===== config.mk =====
export PLATFORM = sky130hd
export DESIGN_NAME = dtx_csr
export DESIGN_NICKNAME = d
export VERILOG_FILES = /design/src/sv/dtx_pkg.sv /design/src/sv/dtx_csr.sv
export SDC_FILE = /design/constraint.sdc
export NUM_CORES = 1
export LEC_CHECK = 0
export ABC_AREA = 1
export ABC_CLOCK_PERIOD_IN_PS = 1800
export BUFFER_PORTS_ARGS = -buffer_cell sky130_fd_sc_hd__buf_4
export CAP_MARGIN = 25
export CORE_ASPECT_RATIO = 0.8
export CORE_MARGIN = 2
export CORE_UTILIZATION = 25
export DETAILED_ROUTE_END_ITERATION = 8
export SYNTH_ARGS = -nofsm -noshare
export SYNTH_HDL_FRONTEND = slang
export SYNTH_SLANG_ARGS = --single-unit

===== constraint.sdc =====
create_clock -name clock -period 1.8 [get_ports clock]
set_input_delay 0.36 -clock clock [delete_from_list [all_inputs] [get_ports clock]]
set_output_delay 0.36 -clock clock [all_outputs]
set_load 0.05 [all_outputs]

===== src/sv/dtx_pkg.sv =====
// Shared types and constants of the range-to-point block.
// No dependencies.
`timescale 1ns / 1ps
package dtx_pkg;
   localparam int unsigned VW = 49;   // scaled value width when positive
   localparam int unsigned ZQ = 63;   // disparity quotient bits below the cap
   localparam int unsigned PQ = 32;   // projection quotient bits

   localparam logic [2:0] REG_MODE   = 3'd0;
   localparam logic [2:0] REG_SCALE  = 3'd1;
   localparam logic [2:0] REG_OFFSET = 3'd2;
   localparam logic [2:0] REG_FOCAL  = 3'd3;
   localparam logic [2:0] REG_PU     = 3'd4;
   localparam logic [2:0] REG_PV     = 3'd5;
   localparam logic [2:0] REG_BASE   = 3'd6;

   localparam logic [31:0] SCALE_RESET = 32'h0100_0000;
   localparam logic [31:0] POS_MAX     = 32'h7FFF_FFFF;
   localparam logic [31:0] NEG_MAX     = 32'h8000_0000;

   typedef struct packed {
      logic        mode;
      logic [31:0] scale;
      logic [31:0] offset;
      logic [31:0] focal;
      logic [31:0] pu;
      logic [31:0] pv;
      logic [31:0] base;
   } cfg_type;

   typedef struct packed {
      logic        inval;
      logic        bigd;
      logic [40:0] zdep;
      logic [31:0] magx;
      logic [31:0] magy;
      logic        negx;
      logic        negy;
   } zside_type;

   typedef struct packed {
      logic        inval;
      logic        negx;
      logic        bigx;
      logic [31:0] zval;
      logic        zsat;
   } xside_type;

   typedef struct packed {
      logic negy;
      logic bigy;
   } yside_type;
endpackage


===== src/sv/dtx_csr.sv =====
// APB-style register file of the range-to-point block.
// Depends on dtx_pkg.
`timescale 1ns / 1ps
module dtx_csr
   import dtx_pkg::*;
(
   input  logic        clock,
   input  logic        reset,
   input  logic        psel,
   input  logic        penable,
   input  logic        pwrite,
   input  logic [4:0]  paddr,
   input  logic [31:0] pwdata,
   output logic [31:0] prdata,
   output cfg_type     cfg
);
   cfg_type    cfg_ff;
   logic [2:0] idx;
   logic       wr;

   assign idx = paddr[4:2];
   assign wr  = psel & penable & pwrite;

   always_ff @(posedge clock) begin
      if (reset) begin
         cfg_ff <= '{mode: 1'b0, scale: SCALE_RESET, offset: '0, focal: '0, pu: '0,
                     pv: '0, base: '0};
      end else if (wr) begin
         case (idx)
            REG_MODE:   cfg_ff.mode   <= pwdata[0];
            REG_SCALE:  cfg_ff.scale  <= pwdata;
            REG_OFFSET: cfg_ff.offset <= pwdata;
            REG_FOCAL:  cfg_ff.focal  <= pwdata;
            REG_PU:     cfg_ff.pu     <= pwdata;
            REG_PV:     cfg_ff.pv     <= pwdata;
            REG_BASE:   cfg_ff.base   <= pwdata;
            default:    ;
         endcase
      end
   end

   always_comb begin
      case (idx)
         REG_MODE:   prdata = {31'b0, cfg_ff.mode};
         REG_SCALE:  prdata = cfg_ff.scale;
         REG_OFFSET: prdata = cfg_ff.offset;
         REG_FOCAL:  prdata = cfg_ff.focal;
         REG_PU:     prdata = cfg_ff.pu;
         REG_PV:     prdata = cfg_ff.pv;
         REG_BASE:   prdata = cfg_ff.base;
         default:    prdata = '0;
      endcase
   end

   assign cfg = cfg_ff;
endmodule


==> impl_results.md, run 1 <==
- Run status: complete, but fails checks
- Failing checks: setup timing
- Synthesis Warnings: 0
- Worst hold-check path type: in -> reg
- Startpoint of the worst hold path: pwdata[24]
- Sequential power share: 0.453
- Worst setup startpoint: paddr[2]
- Hold path cells: 3
- Commonest cells post-synth: 515 x nand2_1, 421 x nor2_1, 193 x dfxtp_1
- Sw Share: 0.2771
- CTS sink cnt: 193
- Crit share post-route: 1.050
- Iter 0 DRT Violations: 1,079
- Int Pwr: 6.979 mW
- Root buf cell: clkbuf_16
- R2R Setup Slk: 1130 ps
- First-pass GRT wire length: 59.58 mm
- Post-route minimum period: 1891 ps
- Setup TNS: -1738 ps
- Critical Path AT: 1530 ps
- Gr ovfl total: 0
- Power per cell area: 681.4 nW/um^2
- Post-synthesis cell type count: 16
- Clk slew on worst S/H paths: 70 ps
- Pins over their slew limit: 0
- DRT Pass-1 Iters: 5
- Top-area cell type share of the netlist area: 0.4162
- Max Cap Viol: 0
- Worst slew pin tran: 414.8 ps
- Critical path type: in -> out
- Vias: 10,636
- Asr flop ratio synth: 0
- Multi-input logic area: 5117 um^2
- # rows: 63
- Final Worst Setup Slack: -90.58 ps
- DRT antenna net count: 0
- GPL Wtd Cong: 0.9246
- Design Area, Final: 14,170 um^2
- Pin count of the biggest net entering global routing: 64
- Startpoint Class: input pin
- Dpl hpwl: 28.57 mm
- Routed wire per std cell: 17.84 um
- Largest register FFs: 193
- Synthesized cell area: 9283 um^2
- Reg2reg path depth: 2
- Reg area: 3869 um^2
- CTS tree: done
- Syn_area_per_cell: 6.131 um^2
- # setup viols final: 32
- Yosys top cell by area: dfxtp_1
- Layout cells sized above 1: 0.3015
- Synthesized flop and latch total: 193
- EDFF count, synth: 0
- Aggregate routed wire length: 41.21 mm
- Die H: 176.4 um
- Antenna violations before repair: 2
- Post-Syn Instances: 1,514
- Pre-CTS WS: -177.4 ps
- CTS Buffer Depth: 2
- Pleak: 6.769 nW
- Die Area: 38,700 um^2
- Clk pwr share: 0.402
- FMAX: 0.5289 GHz
- RSZ-0062 raised after global routing: yes
- Switching Power: 2.676 mW
- # fillers: 3,845
- Final Hold Viols: 0
- Post-DP Area: 12,400 um^2
- Largest cells by area after synthesis: dfxtp_1 42%, nand2_1 21%, nor2_1 17%, nand3_1 7.3%, nand4_1 4.4%
- CP max FO: 14
- Layout net count: 1,852
- Vias in the first global route: 9,523
- Area Overhead vs Synth: 52.65%
- Clock Skews: 0 ps
- Boundary pin count: 267
- Hold_buf cts: 0
- Count of input and output buffers: 264
- Synthesized Nets: 1,556
- Logic gate share of total power: 0.145
- CTS Buf Count: 17
- Htree depth: 4
- R2r startpoint: cfg[145]
- Vias/cell: 4.604
- Worst setup EP type: primary output
- Maximum VDD drop: 0.0006390 V
- R2R Path End: cfg[145]
- Ys flop type: dfxtp_1
- Most numerous cell in the Yosys netlist: nand2_1
- Drc violations: 0
- Hold Path End: cfg[184]
- Register area share after synthesis: 0.4162
- Worst skew pair latency: 430 ps
- Chip Width: 219.4 um
- Starting Density: 0.2522
- Core area: 36,810 um^2
- Slew headroom: 0.7231
- Tot GR Track Use: 0.2044
- CP required: 1440 ps
-- placed cells by master (no fill, tap or decap), types with 5 or more instances in the layout --
master     netlist  routed
nand2_1        515     434
nor2_2           7      16
dfxtp_1        193     189
inv_1           65      53
nand4_1         66      66
inv_2            4      13
clkbuf_16        0      21
nor2_4           1      22
buf_6            0      12
nor2_1         421     391
buf_12           0      30
nand3_1        135     135
buf_16           0       5
buf_4            7     298
nand2_4          0      10
nand2_2          0      71
buf_8            0      31
-- layout make-up --
cell class	count	area share
Timing Repair Buffer	381	0.2617
Sequential cell	193	0.2730
Multi-Input combinational cell	1148	0.3611
Tap cell	487	0.04300
Inverter	69	0.01987
Clock buffer	22	0.03347
Clock inverter	8	0.007417
Antenna cell	2	0.0003532
-- layer usage --
metal / wire length (um) / global-route usage / vias to the layer above
met3: 3305 / 0.03859 / 40
met1: 20010 / 0.3175 / 4887
met5: 0 / 0 / -
li1: - / - / 5295
met2: 17000 / 0.2800 / 414
met4: 898 / 0.05940 / 0
-- kinds of logic (layout without fill, tap and decap cells) --
kind of cell    count (synthesis)  count (layout)  share of synthesized area
simple gates                 1146            1146                     0.5036
other cells                     0               2                          0
buf+inv                       173             480                    0.07912
flops                         193             193                     0.4162
compound gates                  2               2                   0.001077
-- repair_timing --
action	CTS	global route
gates resized for setup	108	106
pin swaps	16	53
setup endpoints to repair	32	32
setup buffers	10	15
cloned	6	7
-- how the worst max path moves through the flow --
stage	endpoint	cells after the start	slack, ps
3_5_place_dp	prdata[20]	9	-180
3_3_place_gp	prdata[0]	9	-190
6_report	prdata[6]	10	-90
5_1_grt	prdata[20]	11	-150
2_1_floorplan	prdata[26]	8	10
4_1_cts	prdata[7]	13	-120
-- power by group through the flow --
stage	combinational (mW)	sequential, mW	clock, mW
2_1_floorplan	0.509	4.65	0
3_3_place_gp	1.20	4.47	0
3_5_place_dp	1.21	4.47	0
4_1_cts	1.31	4.37	3.97
5_1_grt	1.49	4.38	4.15
6_report	1.40	4.37	3.88
-- worst max-delay path, stage by stage --
cell and delay (ps):
buf_12 120, clkinv_8 50, buf_4 150, buf_12 150, nand4_1 70, nand2_1 110, nor2_2 160, buf_4 140
nand2_2 50, buf_8 140
-- stage by stage --
step / hold WS, ps / util / total power [mW] / std cells
finish: 149.6 / 0.3849 / 9.655 / 2310
global placement: 488.8 / 0.3368 / 5.663 / 2241
CTS: 130.2 / 0.3699 / 9.653 / 2287
global route: 162.0 / 0.3848 / 10.02 / 2308
detailed placement: 492.9 / 0.3368 / 5.678 / 2241
floorplan: 486.2 / - / 5.159 / 1514
(Power assumes the default switching activity.)
==> run 2, diff against run 1 <==
Settings changed: REMOVE_ABC_BUFFERS set to 1.
==> impl_results.md, run 2 (synthesis gave the netlist of run 1 again) <==
- Run status: complete, but fails checks
- Drc violations: 0 (unchanged)
- Power per cell area: 699.8 nW/um^2 (+2.7%)
- Starting Density: 0.2522 (unchanged)
- Gr ovfl total: 0 (unchanged)
- Clock Skews: 0 ps (unchanged)
- DRT antenna net count: 0 (unchanged)
- Worst slew pin tran: 356.0 ps (-58.84 ps)
- Utilization after layout: 0.3710 (-0.01394)
- Reg2reg path depth: 2 (unchanged)
- # setup viols final: 8 (-75%)
- Slew headroom: 0.7627 (+0.03953)
- Worst path most repeated cell: nand2_1
- Clk slew on worst S/H paths: 80 ps (about the same)
- Vias: 10,506 (-1.2%)
- Antenna violations before repair: 0 (-2)
- Core area: 36,810 um^2 (unchanged)
- First-pass GRT wire length: 57.48 mm (-3.5%)
- Worst skew pair latency: 450 ps (+20 ps)
- Layout cells sized above 1: 0.2496 (-0.05190)
- Final Worst Setup Slack: -17.10 ps (+73.48 ps)
- Most common cell after layout, fill and taps aside: nand2_1
- CP peak stage delay: 160 ps (about the same)
- RSZ-0062 raised after global routing: yes
- GPL Wtd Cong: 0.7922 (-14%)
- Pins over their slew limit: 0 (unchanged)
- Worst hold-check path type: in -> reg
- Placed Cells incl. Taps: 2,227 (-0.62%)
- Layout net count: 1,824 (-1.5%)
- Final Hold Viols: 0 (unchanged)
- Critical path type: in -> out
- Htree depth: 4 (unchanged)
- Crit-path cells: buf_12 > clkinv_8 > nand2_2 > nor2_4 > buf_12 > buf_8 > clkbuf_16 > nand2_1 > nand2_1 > inv_1 > nand2_1 > buf_6
- FMAX: 0.5503 GHz (+4.0%)
- Tot GR Track Use: 0.1983 (-0.006121)
- Failing checks: setup timing
- CTS tree: done
- Die Area: 38,700 um^2 (unchanged)
- Chip Width: 219.4 um (unchanged)
- Max Cap Viol: 0 (unchanged)
- Vias in the first global route: 9,566 (+0.45%)
- # rows: 63 (unchanged)
- CTS Buf Count: 17 (unchanged)
- Area Overhead vs Synth: 47.12%
- CP required: 1440 ps (about the same)
- Startpoint Class: input pin
- Pin count of the biggest net entering global routing: 55 (-14%)
- Most frequent cells in the layout: 477 x nand2_1, 412 x nor2_1, 272 x buf_4
- Routed wire per std cell: 17.20 um (-3.6%)
- Critical Path AT: 1460 ps (-70 ps)
- Maximum VDD drop: 0.0004834 V (-24%)
- Die H: 176.4 um (unchanged)
- DRT Pass-1 Iters: 5 (unchanged)
- CP max FO: 5 (-9)
- Antenna Cells: 0 (-2)
- Worst setup EP type: primary output
- Crit path max-delay cell type: buf_6
- Reg area: 3864 um^2 (-0.13%)
- Largest register FFs: 193 (unchanged)
- CTS sink cnt: 193 (unchanged)
- Boundary pin count: 267 (unchanged)
- # fillers: 3,829 (-0.42%)
- Aggregate routed wire length: 39.25 mm (-4.8%)
- Vias/cell: 4.604 (about the same)
- Crit share post-route: 1.010 (-0.04082)
- Dpl hpwl: 25.30 mm (-11%)
- Post-route minimum period: 1817 ps (-73.48 ps)
- Multi-input logic area: 4877 um^2 (-4.7%)
- Non-filler cells, final: 2,282 (-1.2%)
- Count of input and output buffers: 264 (unchanged)
- Root buf cell: clkbuf_16
- Hold path cells: 3 (unchanged)
- Iter 0 DRT Violations: 885 (-18%)
- Hold_buf cts: 0 (unchanged)
- Pleak: 6.521 nW (-3.7%)
- CTS Buffer Depth: 2 (unchanged)
run 2: cell count changes in the layout (fill, tap and decap cells not counted), moves of 6 or more:
| cell | change |
|---|---|
| nor2_2 | -10 |
| nand2_1 | +43 |
| buf_6 | +14 |
| inv_2 | -10 |
| buf_4 | -26 |
| nor2_4 | -11 |
| buf_8 | -21 |
| nand2_2 | -38 |
| nor2_1 | +21 |
| inv_1 | +9 |
| buf_12 | +6 |
run 2: per-layer routing:
metal  wire, um  vias to the layer above  global-route usage
met1      17190                     4801              0.2607
met3       3621                       57             0.05650
met2      17480                      414              0.3107
met4        954                        0             0.06785
met5          0                        -                   0
li1           -                     5234                   -
run 2: critical path, delay by kind of cell:
kind	cells	cell delay, ps
buffers and inverters	7	760
and+or+nand+nor	5	330
run 2: path summary, 6_finish.rpt:
path	to	slack, ps	from
max	prdata[8]	-20	paddr[3]
min	cfg[184]	120	pwdata[24]
max reg2reg	cfg[120]	1140	cfg[120]
min reg2reg	cfg[172]	500	cfg[172]
run 2: area by class of cell:
type / count / area share
clock inverters: 13 / 0.008337
well taps: 487 / 0.04462
multi-input cells: 1148 / 0.3571
flip-flops and latches: 193 / 0.2829
inverters: 69 / 0.02061
repair buffers: 353 / 0.2532
clock buffers: 19 / 0.03317
run 2: what timing repair did:
item,CTS,global route
pin swaps,1,20
resized for setup,52,64
cloned,5,4
setup buffers,9,5
endpoints found under the setup margin,32,32
run 2: stage by stage:
stage	cell area [um^2]	total power [mW]	hold slack, ps	TNS (ps)	setup slack (ps)
2_1_floorplan	8807	5.117	486.2	-334330	-1631
3_3_place_gp	12330	5.668	485.4	-1638	-99.97
3_5_place_dp	12330	5.679	491.1	-2170	-118.5
4_1_cts	13330	9.629	94.66	-355.3	-39.82
5_1_grt	13660	9.919	138.9	-1654	-82.15
6_report	13660	9.557	122.0	-67.96	-17.10
run 2: power by group:
part / leakage [nW] / switching, mW / internal [mW]
clock network: 0.280 / 1.94 / 1.89
registers: 1.56 / 0.0474 / 4.32
logic: 4.68 / 0.882 / 0.475
total: 6.52 / 2.87 / 6.69
==> run 3, diff against run 2 <==
Settings changed: RECOVER_POWER set to 100.
==> impl_results.md, run 3 (synthesis gave the netlist of run 1 again) <==
- Run status: complete, but fails checks
- Failing checks: setup timing
- # setup viols final: 8 (unchanged)
- Largest register FFs: 193 (unchanged)
- Logic gate share of total power: 0.140 (-0.002)
- Antenna violations before repair: 0 (unchanged)
- Critical path type: in -> out
- R2R Setup Slk: 1130 ps (about the same)
- Worst skew pair latency: 460 ps (about the same)
- Placed Cells incl. Taps: 2,227 (unchanged)
- Aggregate routed wire length: 39.41 mm (+0.43%)
- Worst slew pin tran: 818.1 ps (+462.1 ps)
- Max Cap Viol: 0 (unchanged)
- Final Worst Setup Slack: -22.48 ps (-5.379 ps)
- Slew headroom: 0.4546 (-0.3080)
- Area Overhead vs Synth: 45.63%
- # fillers: 3,851 (+0.57%)
- Pin count of the biggest net entering global routing: 55 (unchanged)
- Antenna Cells: 0 (unchanged)
- Pleak: 6.494 nW (-0.42%)
- Die Area: 38,700 um^2 (unchanged)
- Chip Width: 219.4 um (unchanged)
- Vias: 10,489 (-0.16%)
- Worst setup EP type: primary output
- Clk slew on worst S/H paths: 80 ps (about the same)
- Crit share post-route: 1.012 (+0.002988)
- RSZ-0062 raised after global routing: yes
- CTS tree: done
- Sw Share: 0.2998 (about the same)
- Maximum VDD drop: 0.0004858 V (+0.50%)
- Iter 0 DRT Violations: 825 (-6.8%)
- Tot GR Track Use: 0.1983 (unchanged)
- Total Power: 9.538 mW (-0.20%)
- Routed wire per std cell: 17.27 um (+0.43%)
- Utilization after layout: 0.3672 (-0.003773)
- CP max FO: 5 (unchanged)
- Htree depth: 4 (unchanged)
- Hold WS: 120.9 ps (-1.159 ps)
- Most common cell after layout, fill and taps aside: nand2_1
- CTS Buffer Depth: 2 (unchanged)
- Setup TNS: -86.22 ps (-18.26 ps)
- Boundary pin count: 267 (unchanged)
- Power per cell area: 705.6 nW/um^2 (+0.83%)
- Root buf cell: clkbuf_16
- CP required: 1440 ps (about the same)
- Vias in the first global route: 9,566 (unchanged)
- Vias/cell: 4.596 (-0.16%)
- Sequential power share: 0.458 (about the same)
- Worst hold-check path type: in -> reg
- Hold_buf cts: 0 (unchanged)
- First-pass GRT wire length: 57.48 mm (unchanged)
- Clk pwr share: 0.401 (about the same)
- Starting Density: 0.2522 (unchanged)
- # rows: 63 (unchanged)
- Clock Skews: 0 ps (unchanged)
- DRT antenna net count: 0 (unchanged)
- GPL Wtd Cong: 0.7922 (unchanged)
- Drc violations: 0 (unchanged)
- Critical Path AT: 1460 ps (about the same)
- Layout net count: 1,824 (unchanged)
- Final Hold Viols: 0 (unchanged)
- Dpl hpwl: 25.30 mm (unchanged)
- Gr ovfl total: 0 (unchanged)
- Non-filler cells, final: 2,282 (unchanged)
- Layout cells sized above 1: 0.2479 (-0.001671)
- Int Pwr: 6.678 mW (-0.18%)
- Switching Power: 2.859 mW (-0.25%)
- Core area: 36,810 um^2 (unchanged)
- Die H: 176.4 um (unchanged)
- Post-route minimum period: 1822 ps (+5.379 ps)
- Most frequent cells in the layout: 477 x nand2_1, 415 x nor2_1, 271 x buf_4
- Count of input and output buffers: 264 (unchanged)
- Pins over their slew limit: 0 (unchanged)
- Startpoint Class: input pin
- FMAX: 0.5487 GHz (-0.30%)
- CTS sink cnt: 193 (unchanged)
- DRT Pass-1 Iters: 5 (unchanged)
- CTS Buf Count: 17 (unchanged)
-- run 3: worst paths after layout --
| check | cells after the start | startpoint | to |
|---|---|---|---|
| setup / recovery | 12 | paddr[3] | prdata[8] |
| hold / removal | 3 | pwdata[24] | cfg[184] |
| setup reg to reg | 2 | cfg[51] | cfg[51] |
| hold reg to reg | 2 | cfg[172] | cfg[172] |
-- run 3: cell type report --
class / instances / area, um^2 / share of cell area
inverters: 69 / 281.5 / 0.02083
flip-flops and latches: 193 / 3864 / 0.2858
well taps: 487 / 609.3 / 0.04508
repair buffers: 353 / 3349 / 0.2478
clock buffers: 19 / 452.9 / 0.03351
clock inverters: 13 / 113.9 / 0.008423
multi-input cells: 1148 / 4847 / 0.3586
-- run 3: power groups by stage --
stage / Combinational [mW] / Clock, mW / Sequential, mW
after global placement: 1.20 / 0 / 4.47
after floorplan: 0.468 / 0 / 4.65
after CTS: 1.30 / 3.96 / 4.37
after detailed placement: 1.21 / 0 / 4.47
final: 1.34 / 3.83 / 4.37
after global routing: 1.43 / 4.10 / 4.38
-- run 3: worst max-delay path, cell delays in order --
cell	delay, ps
buf_12	130
clkinv_8	50
nand2_2	50
nor2_4	120
buf_12	140
buf_8	120
clkbuf_16	140
nand2_1	50
nand2_1	50
inv_1	30
nand2_1	70
buf_6	160
-- run 3: routing by layer --
metal	part of all wire	vias to the layer above	global-route usage
met5	0	-	0
met2	0.44	398	0.3107
li1	-	5233	-
met3	0.091	56	0.05650
met1	0.44	4802	0.2607
met4	0.024	0	0.06785
-- run 3: repair_timing --
action | 4_1_cts | 5_1_grt
buffers inserted | 9 | 5
setup endpoints to repair | 32 | 32
pin swaps | 1 | 20
cloned | 5 | 4
resized for setup | 52 | 64
-- run 3: stage by stage --
stage | setup slack (ps) | area, um^2
after CTS | -39.82 | 13330
after floorplan | -1631 | 8807
after global routing | -82.15 | 13520
final | -22.48 | 13520
after global placement | -99.97 | 12330
after detailed placement | -118.5 | 12330
